File: src/mbps_pkg.sv
// Package for the masked byte pattern scan block.
// Holds the configuration register indexes, field widths, reset values and the result beat type.
// No dependencies.
package mbps_pkg;

    // Configuration register indexes
    localparam int unsigned CFG_IDX_W = 3;
    typedef logic [CFG_IDX_W-1:0] cfg_idx_t;

    localparam cfg_idx_t CFG_PATTERN_LOW  = 3'd0;
    localparam cfg_idx_t CFG_PATTERN_HIGH = 3'd1;
    localparam cfg_idx_t CFG_CARE_MASK    = 3'd2;
    localparam cfg_idx_t CFG_PATTERN_LEN  = 3'd3;
    localparam cfg_idx_t CFG_SCAN_STRIDE  = 3'd4;
    localparam cfg_idx_t CFG_REGION_BASE  = 3'd5;

    // Field widths fixed by the interface
    localparam int unsigned DATA_W = 64;
    localparam int unsigned LEN_W  = 5;
    localparam int unsigned POS_W  = 32;

    // Reset values of the configuration registers
    localparam logic [15:0]      CARE_MASK_RST = 16'hFFFF;
    localparam logic [LEN_W-1:0] PATTERN_LEN_RST = 5'd1;
    localparam logic [15:0]      SCAN_STRIDE_RST = 16'd1;

    // One result beat
    typedef struct packed {
        logic              found;
        logic [DATA_W-1:0] address;
    } result_t;

endpackage

File: src/masked_byte_pattern_scan_top.sv
// Masked byte pattern scan, top level.
// Depends on mbps_pkg for register indexes, widths and the result beat type.
// Sustained rate is one byte per cycle while in_stall is low: the window shift,
// the masked compare of up to PATTERN_MAX bytes and the 64-bit address add all
// sit between the window registers and the output register, so each byte is
// finished in the cycle it is accepted and its result, if any, is registered.
// A byte yields a result only on the first match in a region (match_found 1,
// match_address = region_base + start offset) or on the last byte of a region
// with no match (match_found 0, match_address 0). A second output stage
// lets one result wait while the next byte is taken; in_stall rises only when
// both output stages are full. Configuration writes take effect from the next
// byte on.
module masked_byte_pattern_scan_top
#(
    parameter int unsigned PATTERN_MAX = 16
)
(
    input  logic                       clk,
    input  logic                       rst_n,
    // Byte stream in
    input  logic                       in_valid,
    output logic                       in_stall,
    input  logic [7:0]                 data_byte,
    input  logic                       region_end,
    // Result out
    output logic                       out_valid,
    input  logic                       out_stall,
    output logic                       match_found,
    output logic [mbps_pkg::DATA_W-1:0] match_address,
    // Configuration write port
    input  logic                       cfg_write,
    input  logic [mbps_pkg::CFG_IDX_W-1:0] cfg_index,
    input  logic [mbps_pkg::DATA_W-1:0] cfg_data
);
    import mbps_pkg::*;

    localparam int unsigned DEPTH = PATTERN_MAX;
    localparam int unsigned IDX_W = (DEPTH > 1) ? $clog2(DEPTH) : 1;

    // Configuration registers
    logic [DATA_W-1:0] pattern_low_reg;
    logic [DATA_W-1:0] pattern_high_reg;
    logic [15:0]       care_mask_reg;
    logic [LEN_W-1:0]  pattern_length_reg;
    logic [15:0]       scan_stride_reg;
    logic [DATA_W-1:0] region_base_reg;

    // Scan state
    logic [7:0]        window_reg [DEPTH];
    logic [7:0]        window_next [DEPTH];
    logic [DEPTH-1:0]  flags_reg;
    logic [DEPTH-1:0]  flags_next;
    logic [15:0]       phase_reg;
    logic [15:0]       phase_next;
    logic [POS_W-1:0]  position_reg;
    logic              matched_reg;

    // Output stages
    result_t           out_reg;
    logic              out_valid_reg;
    result_t           skid_reg;
    logic              skid_valid_reg;

    logic              in_fire;
    logic              out_fire;
    logic [2*DATA_W-1:0] pattern_all;
    logic [LEN_W-1:0]  len_used;
    logic [IDX_W-1:0]  last_idx;
    logic [16:0]       stride_eff;
    logic [16:0]       phase_inc;
    logic [DEPTH-1:0]  byte_ok;
    logic              hit;
    logic              produce;
    logic [POS_W-1:0]  start_offset;
    result_t           result_new;

    assign in_fire  = in_valid && !in_stall;
    assign out_fire = out_valid_reg && !out_stall;
    assign in_stall = skid_valid_reg;

    assign out_valid     = out_valid_reg;
    assign match_found   = out_reg.found;
    assign match_address = out_reg.address;

    // Write configuration registers
    always_ff @(posedge clk or negedge rst_n)
    begin
        if (!rst_n)
        begin
            pattern_low_reg    <= '0;
            pattern_high_reg   <= '0;
            care_mask_reg      <= CARE_MASK_RST;
            pattern_length_reg <= PATTERN_LEN_RST;
            scan_stride_reg    <= SCAN_STRIDE_RST;
            region_base_reg    <= '0;
        end
        else if (cfg_write)
        begin
            unique case (cfg_index)
                CFG_PATTERN_LOW:  pattern_low_reg    <= cfg_data;
                CFG_PATTERN_HIGH: pattern_high_reg   <= cfg_data;
                CFG_CARE_MASK:    care_mask_reg      <= cfg_data[15:0];
                CFG_PATTERN_LEN:  pattern_length_reg <= cfg_data[LEN_W-1:0];
                CFG_SCAN_STRIDE:  scan_stride_reg    <= cfg_data[15:0];
                CFG_REGION_BASE:  region_base_reg    <= cfg_data;
                default:
                begin
                end
            endcase
        end
    end

    // Clamp the pattern length to 1..PATTERN_MAX
    always_comb
    begin
        if (pattern_length_reg == '0)
        begin
            len_used = LEN_W'(1);
        end
        else if (pattern_length_reg > LEN_W'(DEPTH))
        begin
            len_used = LEN_W'(DEPTH);
        end
        else
        begin
            len_used = pattern_length_reg;
        end
    end

    assign last_idx    = IDX_W'(len_used - LEN_W'(1));
    assign pattern_all = {pattern_high_reg, pattern_low_reg};

    // Shift the new byte into the window and its start flag alongside
    always_comb
    begin
        window_next[0] = data_byte;
        flags_next[0]  = (phase_reg == '0);
        for (int k = 1; k < DEPTH; k++)
        begin
            window_next[k] = window_reg[k-1];
            flags_next[k]  = flags_reg[k-1];
        end
    end

    // Advance the stride phase, a zero stride acting as one
    assign stride_eff = (scan_stride_reg == '0) ? 17'd1 : {1'b0, scan_stride_reg};
    assign phase_inc  = {1'b0, phase_reg} + 17'd1;
    assign phase_next = (phase_inc >= stride_eff) ? 16'd0 : phase_inc[15:0];

    // Masked compare: pattern byte j against the byte (len-1-j) steps old
    always_comb
    begin
        logic [LEN_W-1:0] age;
        for (int j = 0; j < DEPTH; j++)
        begin
            age = LEN_W'(len_used - LEN_W'(1) - LEN_W'(j));
            if ((LEN_W'(j) >= len_used) || !care_mask_reg[j])
            begin
                byte_ok[j] = 1'b1;
            end
            else
            begin
                byte_ok[j] = (pattern_all[8*j +: 8] == window_next[age[IDX_W-1:0]]);
            end
        end
    end

    assign hit          = !matched_reg && flags_next[last_idx] && (&byte_ok);
    assign produce      = hit || (region_end && !matched_reg);
    assign start_offset = position_reg - POS_W'(last_idx);

    always_comb
    begin
        result_new.found   = hit;
        result_new.address = hit ? (region_base_reg + {{(DATA_W-POS_W){1'b0}}, start_offset})
                                 : '0;
    end

    // Hold the window bytes; no reset needed
    always_ff @(posedge clk)
    begin
        if (in_fire)
        begin
            for (int k = 0; k < DEPTH; k++)
            begin
                window_reg[k] <= window_next[k];
            end
        end
    end

    // Advance scan state, drop it at the end of a region
    always_ff @(posedge clk or negedge rst_n)
    begin
        if (!rst_n)
        begin
            flags_reg    <= '0;
            phase_reg    <= '0;
            position_reg <= '0;
            matched_reg  <= 1'b0;
        end
        else if (in_fire)
        begin
            if (region_end)
            begin
                flags_reg    <= '0;
                phase_reg    <= '0;
                position_reg <= '0;
                matched_reg  <= 1'b0;
            end
            else
            begin
                flags_reg    <= flags_next;
                phase_reg    <= phase_next;
                position_reg <= position_reg + POS_W'(1);
                matched_reg  <= matched_reg || hit;
            end
        end
    end

    // Output stage: refill from the skid stage first, else from a new beat
    always_ff @(posedge clk or negedge rst_n)
    begin
        if (!rst_n)
        begin
            out_valid_reg  <= 1'b0;
            skid_valid_reg <= 1'b0;
        end
        else
        begin
            if (out_fire || !out_valid_reg)
            begin
                out_valid_reg  <= skid_valid_reg || (in_fire && produce);
                skid_valid_reg <= 1'b0;
            end
            else if (in_fire && produce)
            begin
                skid_valid_reg <= 1'b1;
            end
        end
    end

    always_ff @(posedge clk)
    begin
        if (out_fire || !out_valid_reg)
        begin
            out_reg <= skid_valid_reg ? skid_reg : result_new;
        end
        else if (in_fire && produce && !skid_valid_reg)
        begin
            skid_reg <= result_new;
        end
    end

`ifndef SYNTHESIS
    // Skid stage is only ever occupied behind a full output stage
    assert property (@(posedge clk) disable iff (!rst_n)
        skid_valid_reg |-> out_valid_reg)
        else $error("skid stage holds a beat while output stage is empty");

    // Skid stage fills only when the output beat was stalled
    assert property (@(posedge clk) disable iff (!rst_n)
        $rose(skid_valid_reg) |-> $past(out_valid_reg && out_stall))
        else $error("skid stage loaded without an output stall");

    // A not-found beat carries a zero address
    assert property (@(posedge clk) disable iff (!rst_n)
        (out_valid_reg && !out_reg.found) |-> (out_reg.address == '0))
        else $error("not-found result with non-zero address");

    // Region end clears start flags, the position and the match mark
    assert property (@(posedge clk) disable iff (!rst_n)
        (in_fire && region_end) |=> (flags_reg == '0 && !matched_reg
                                     && position_reg == '0))
        else $error("scan state not cleared after region end");
`endif

endmodule

File: config.mk
export PLATFORM = sky130hd
export DESIGN_NAME = masked_byte_pattern_scan_top
export DESIGN_NICKNAME = d
export VERILOG_FILES = /design/src/mbps_pkg.sv /design/src/masked_byte_pattern_scan_top.sv
export SDC_FILE = /design/constraint.sdc
export NUM_CORES = 1
export LEC_CHECK = 0
export BUFFER_PORTS_ARGS = -buffer_cell sky130_fd_sc_hd__buf_2
export CAP_MARGIN = 20
export CORE_AREA = 2 2 281 283
export CTS_CLUSTER_SIZE = 16
export DETAILED_ROUTE_END_ITERATION = 16
export DIE_AREA = 0 0 283 285
export PLACE_DENSITY = 0.6
export SETUP_SLACK_MARGIN = 0.2
export SLEW_MARGIN = 40
export SYNTH_ARGS = -nofsm -noshare
export SYNTH_HDL_FRONTEND = slang
export SYNTH_SLANG_ARGS = --single-unit
File: constraint.sdc
create_clock -name clk -period 28.6 [get_ports clk]
set_input_delay 5.72 -clock clk [delete_from_list [all_inputs] [get_ports clk]]
set_output_delay 5.72 -clock clk [all_outputs]
set_load 0.005 [all_outputs]
==> results.tsv, run 1 <==
metric	value	unit
final_cell_mix	nand3_1, nand2_1, dfrtp_1	
numCtsBuffers	58	
maxSlewHeadroom	37.3	%
tns	0	ns
max_freq	0.0985	GHz
routed_wirelength	123	mm
avgRoutedWirePerCell	27.0	um
synth_area	34600	um^2
reg2reg_to	skid_reg[47]	
grt_start_max_net_pins	94	
cp-end-kind	register	
synth_area_leaders	edfxtp_1, dfrtp_1, mux2_2	
ios	148	
path_class	primary input to register	
cts_tree	built	
ir_drop	0.0000545	V
largest_reg_flops	120	
drive_above_1_share	19.0	%
die_x	283	um
htreeDepth	2	
finalHoldViolCount	0	
critical_path.cell_chain	buf_2 -> mux2i_1 -> mux2_2 -> a221oi_1 -> xor2_1 -> a21oi_1 -> nand4_1 -> o311ai_0 -> nand4_1 -> or4_4 -> a211oi_4 -> buf_4	
endpoint	skid_reg[47]	
ys_warn_count	0	
slowest_stage	o311ai_0	
hold_buffers	0	
gp_congestion	1.07	
core	78000	um^2
clock_path_buffers	3	
r2r_cells	14	
critPathMaxFanout	65	
antenna_found_initial	2	
rows	103	
start_util	44.4	%
port_buffers	147	
crit_start	data_byte[2]	
leakage	15.2	nW
drc_errors	0	
postSynthCellCount	3414	
post_cts_resized	0	
synth_edf_count	250	
syn-num-nets	3548	
cp_data_required_time	28.84	ns
dr.pass1.iters	8	
n_fill_cell	7107	
avgViaCountPerCell	6.38	
drtIter0Drc	3359	
finalPower	3.28	mW
rsz0062_at_grt	false	
clock_latency	0.63	ns
finalSetupViolCount	0	
cp_num_buf_inv	2	
yosysTopAreaCellShare	21.7	%
ys_seq_area_share	43.1	%
cts.clk_slew.worst_paths	0.06	ns
cp.depth	12	
worst_pin_slew	0.938	ns
worstSetupStartpointType	primary input	
grt_remaining_overflow	0	
arrival	10.40	ns
drtAntennaViolNets	0	
synth.avg_cell_area	10.1	um^2
syn_to_final_growth	10.7	%
nets	3578	
crit_path_frequent_cell	nand4_1	
clock-sinks	545	
ys.flop_type	dfrtp_1	
power_density	85.6	nW/um^2
post-route-period-util	35.5	%
dp_hpwl	89.9	mm
max_stage_delay	0.81	ns
clock_skew	0.0233	ns
grt_pass1_vias	26800	
status	completed	
finalCriticalPeriod	10.15	ns
final_common_cell	nand3_1	
die_area	80700	um^2
grt_pass1_wl	181	mm
slew_violations	0	
synth-async-reset-ratio	54.1	%
vias	29000	
die_h	285	um
synth_area_leader_cell	edfxtp_1	
crit_family	compound AO/OA/AOI/OAI gates	
synth.distinct_cells	89	
clockRootBuffer	clkbuf_16	
worstHoldPathType	register to register	
reg2reg_from	pattern_length_reg[1]	
postCtsSetupBuffers	0	
reg2reg_slack	20.69	ns
drv_cap	0	
ys_seq_elements	545	
track_usage	29.6	%
worst min-delay path: stages, from the launching register on:
cell	delay, ns
dfrtp_1	0.36
nand2_1	0.05
nand2_1	0.05
report_power, final:
part	total, mW	internal [mW]	switching, mW	leakage (nW)
Combinational	1.43	0.520	0.909	8.06
Sequential	1.06	0.927	0.130	6.14
Clock	0.792	0.458	0.333	0.991
Total	3.28	1.91	1.37	15.2
area by class of cell:
type	instances	area [um^2]	share of cell area, %
flip-flops and latches	545	14900	38.9
diodes	2	5.00	0.0131
repair buffers	206	1240	3.24
multi-input cells	2581	18600	48.6
clock inverters	39	407	1.06
clock buffers	70	1610	4.20
well taps	1050	1310	3.43
inverters	52	198	0.516
synth_stat cells (all sizes together) (7+ instances only):
master     n
nor3      56
nand4     53
inv       52
nor2     180
a31oi     17
o311ai     7
xor2      97
a211oi    51
o31ai     69
or3       17
nand2    324
and3b     13
a221oi    41
dfstp     18
clkbuf   152
a21o      34
a211o      9
nor2b     14
o22ai     68
a2111oi   10
o2111ai   45
buf       84
dfrtp    277
mux2     230
nand2b    23
and3      23
o21a       7
nand3    380
xnor2    144
o21ai    133
and2      11
a21oi     96
edfxtp   250
nand3b    21
mux2i    188
ha        52
nor4      32
mux4      43
layer usage:
layer	up-vias	part of all wire [%]	global-route usage (%)	wire, um
li1	12900	-	-	-
met1	14100	43	41.1	52100
met3	316	10	7.94	12600
met4	0	4.8	11.9	5930
met5	-	0	0	0
met2	1602	42	43.8	51900
worst min-delay path by stage:
stage,from,slack (ns),cells past startpoint,endpoint
6_report,flags_reg[14],0.49,2,flags_reg[14]
5_1_grt,flags_reg[14],0.50,2,flags_reg[14]
4_1_cts,flags_reg[14],0.49,2,flags_reg[14]
3_5_place_dp,flags_reg[14],0.47,2,flags_reg[14]
3_3_place_gp,flags_reg[14],0.47,2,flags_reg[14]
2_1_floorplan,flags_reg[14],0.44,2,flags_reg[14]
logic make-up after synthesis:
| kind of cell | synth area share, % |
|---|---|
| AO/OA/AOI/OAI | 13.0 |
| XOR/XNOR | 6.10 |
| adder cells (fa/ha/maj) | 2.05 |
| buffers and inverters | 3.70 |
| flip-flops | 43.1 |
| multiplexers | 15.7 |
| AND/OR/NAND/NOR | 16.4 |
metrics by stage:
| stage | setup WS, ns | instance area (um^2) | util, % | instances | hold slack (ns) |
|---|---|---|---|---|---|
| 3_3_place_gp | 18.15 | 36200 | 46.4 | 4433 | 0.472 |
| 6_report | 18.45 | 38300 | 49.1 | 4545 | 0.493 |
| 4_1_cts | 18.74 | 38200 | 49.1 | 4542 | 0.486 |
| 3_5_place_dp | 18.07 | 36200 | 46.5 | 4433 | 0.466 |
| 5_1_grt | 18.46 | 38300 | 49.1 | 4543 | 0.501 |
| 2_1_floorplan | 15.05 | 34600 | - | 3414 | 0.440 |
Note: power is estimated with default switching activity, not from simulation.
==> run 2: changes to the inputs <==
==> constraint.sdc (replaced) <==
create_clock -name clk -period 9.7 [get_ports clk]
set_input_delay 1.94 -clock clk [delete_from_list [all_inputs] [get_ports clk]]
set_output_delay 1.94 -clock clk [all_outputs]
set_load 0.005 [all_outputs]
==> run 2 against run 1 <==
Net effect:
- via count is 0.26% higher
- total power grew to 3.0 times the previous value
- core utilization is 0.27 points higher
- largest power group unchanged
- critical endpoint is now match_address[62]
- routed wire length is 0.21% higher
==> results.tsv, run 2 (same netlist as run 1, synthesis figures left out) <==
metric	value	unit
status	completed	
syn_to_final_growth	11.3	%
final_core_util	49.4	%
final_common_cell	nand3_1	
seqPwrFrac	31.8	%
port_buffers	147	
finalHoldViolCount	0	
cp_data_required_time	10.05	ns
dr.pass1.iters	6	
swShare	41.6	%
cts.clk_slew.worst_paths	0.06	ns
max_freq	0.137	GHz
worst_pin_slew	0.899	ns
die_x	283	um
p_int	5.71	mW
whs	0.507	ns
clock_skew	0.0325	ns
finalCriticalPeriod	7.31	ns
arrival	7.66	ns
avgViaCountPerCell	6.37	
final_cell_mix	nand3_1, nand2_1, dfrtp_1	
ios	148	
clock-sinks	545	
holdCritStartpoint	flags_reg[9]	
maxSlewHeadroom	38.5	%
routed_wirelength	123	mm
grt_pass1_vias	26900	
dp_hpwl	90.8	mm
hold_buffers	0	
track_usage	29.7	%
p_clk_share	24.7	%
rows	103	
antenna_found_initial	2	
hold_path_end	flags_reg[9]	
critPathMaxFanout	29	
drtAntennaViolNets	0	
leakage	15.3	nW
reg2reg_from	pattern_length_reg[4]	
numCtsBuffers	60	
crit_start	pattern_length_reg[4]	
die_h	285	um
dp_slack	2.42	ns
postCtsSetupBuffers	0	
slew_violations	0	
clock_path_buffers	3	
power.switching	4.08	mW
finalPower	9.79	mW
grt_start_max_net_pins	143	
reg2reg_slack	2.39	ns
vias	29100	
core	78000	um^2
nets	3589	
htreeDepth	2	
final.setup.worst_slack	2.39	ns
r2r_cells	19	
design_area	38500	um^2
drtIter0Drc	3669	
gp_congestion	1.02	
drc_errors	0	
dpl_cell_area	36300	um^2
drive_above_1_share	19.3	%
comb_power_share	43.5	%
reg2reg_to	match_address[62]	
worstHoldPathType	register to register	
finalSetupViolCount	0	
drv_cap	0	
die_area	80700	um^2
clockRootBuffer	clkbuf_16	
cts_tree	built	
post-place-cells	4439	
tns	0	ns
hold-path-cell-count	2	
post_cts_resized	0	
worstSetupStartpointType	register	
avgRoutedWirePerCell	26.9	um
start_util	44.4	%
n_fill_cell	7119	
largest_reg_flops	120	
ir_drop	0.000156	V
cp-end-kind	register	
post-route-period-util	75.3	%
power_density	254	nW/um^2
grt_remaining_overflow	0	
rsz0062_at_grt	false	
grt_pass1_wl	182	mm
stdcell_count	4558	
clock_latency	0.65	ns
path_class	register to register	
## run 2: routing by layer
layer  share of wire [%]  routed length (um)  track usage (%)
met1                  43               52400             41.9
met2                  44               53800             45.1
met3                 8.9               10900             5.76
met4                 4.5                5560             11.5
met5               0.011                  13                0
## run 2: critical path: stages (launching register included)
cell and delay (ns):
dfrtp_2 0.80, buf_4 0.45, inv_1 0.35, and3_1 0.36, maj3_1 0.45, maj3_1 0.45, nand2b_1 0.23, nand2b_1 0.25
nand2b_1 0.23, nand2b_1 0.20, nor3_1 0.19, xor2_1 0.10, ha_1 0.35, nand4_1 0.15, or3_1 0.41, o311ai_0 0.61
nand3_1 0.62, nor4_1 0.51, xnor2_1 0.20, o31ai_1 0.09
## run 2: worst max-delay path by stage
stage	depth (start not counted)	slack, ns	endpoint
2_1_floorplan	12	0.05	skid_reg[0]
3_3_place_gp	19	2.52	match_address[62]
3_5_place_dp	19	2.42	match_address[62]
4_1_cts	19	2.42	match_address[62]
5_1_grt	19	1.92	match_address[62]
6_report	19	2.39	match_address[62]
## run 2: area by class of cell
class / count / area, um^2 / area share, %
Antenna cell: 2 / 5.00 / 0.0130
Inverter: 52 / 198 / 0.513
Clock inverter: 32 / 364 / 0.945
Sequential cell: 545 / 14900 / 38.7
Clock buffer: 81 / 1740 / 4.51
Tap cell: 1050 / 1310 / 3.41
Timing Repair Buffer: 215 / 1360 / 3.53
Multi-Input combinational cell: 2581 / 18600 / 48.4
## run 2: power groups by stage
stage	Clock [mW]	Combinational, mW	Sequential (mW)
final	2.42	4.26	3.11
after global routing	2.55	4.53	3.13
after floorplan	0	2.87	2.94
after global placement	0	4.09	3.13
after CTS	2.47	4.13	3.09
after detailed placement	0	4.11	3.13
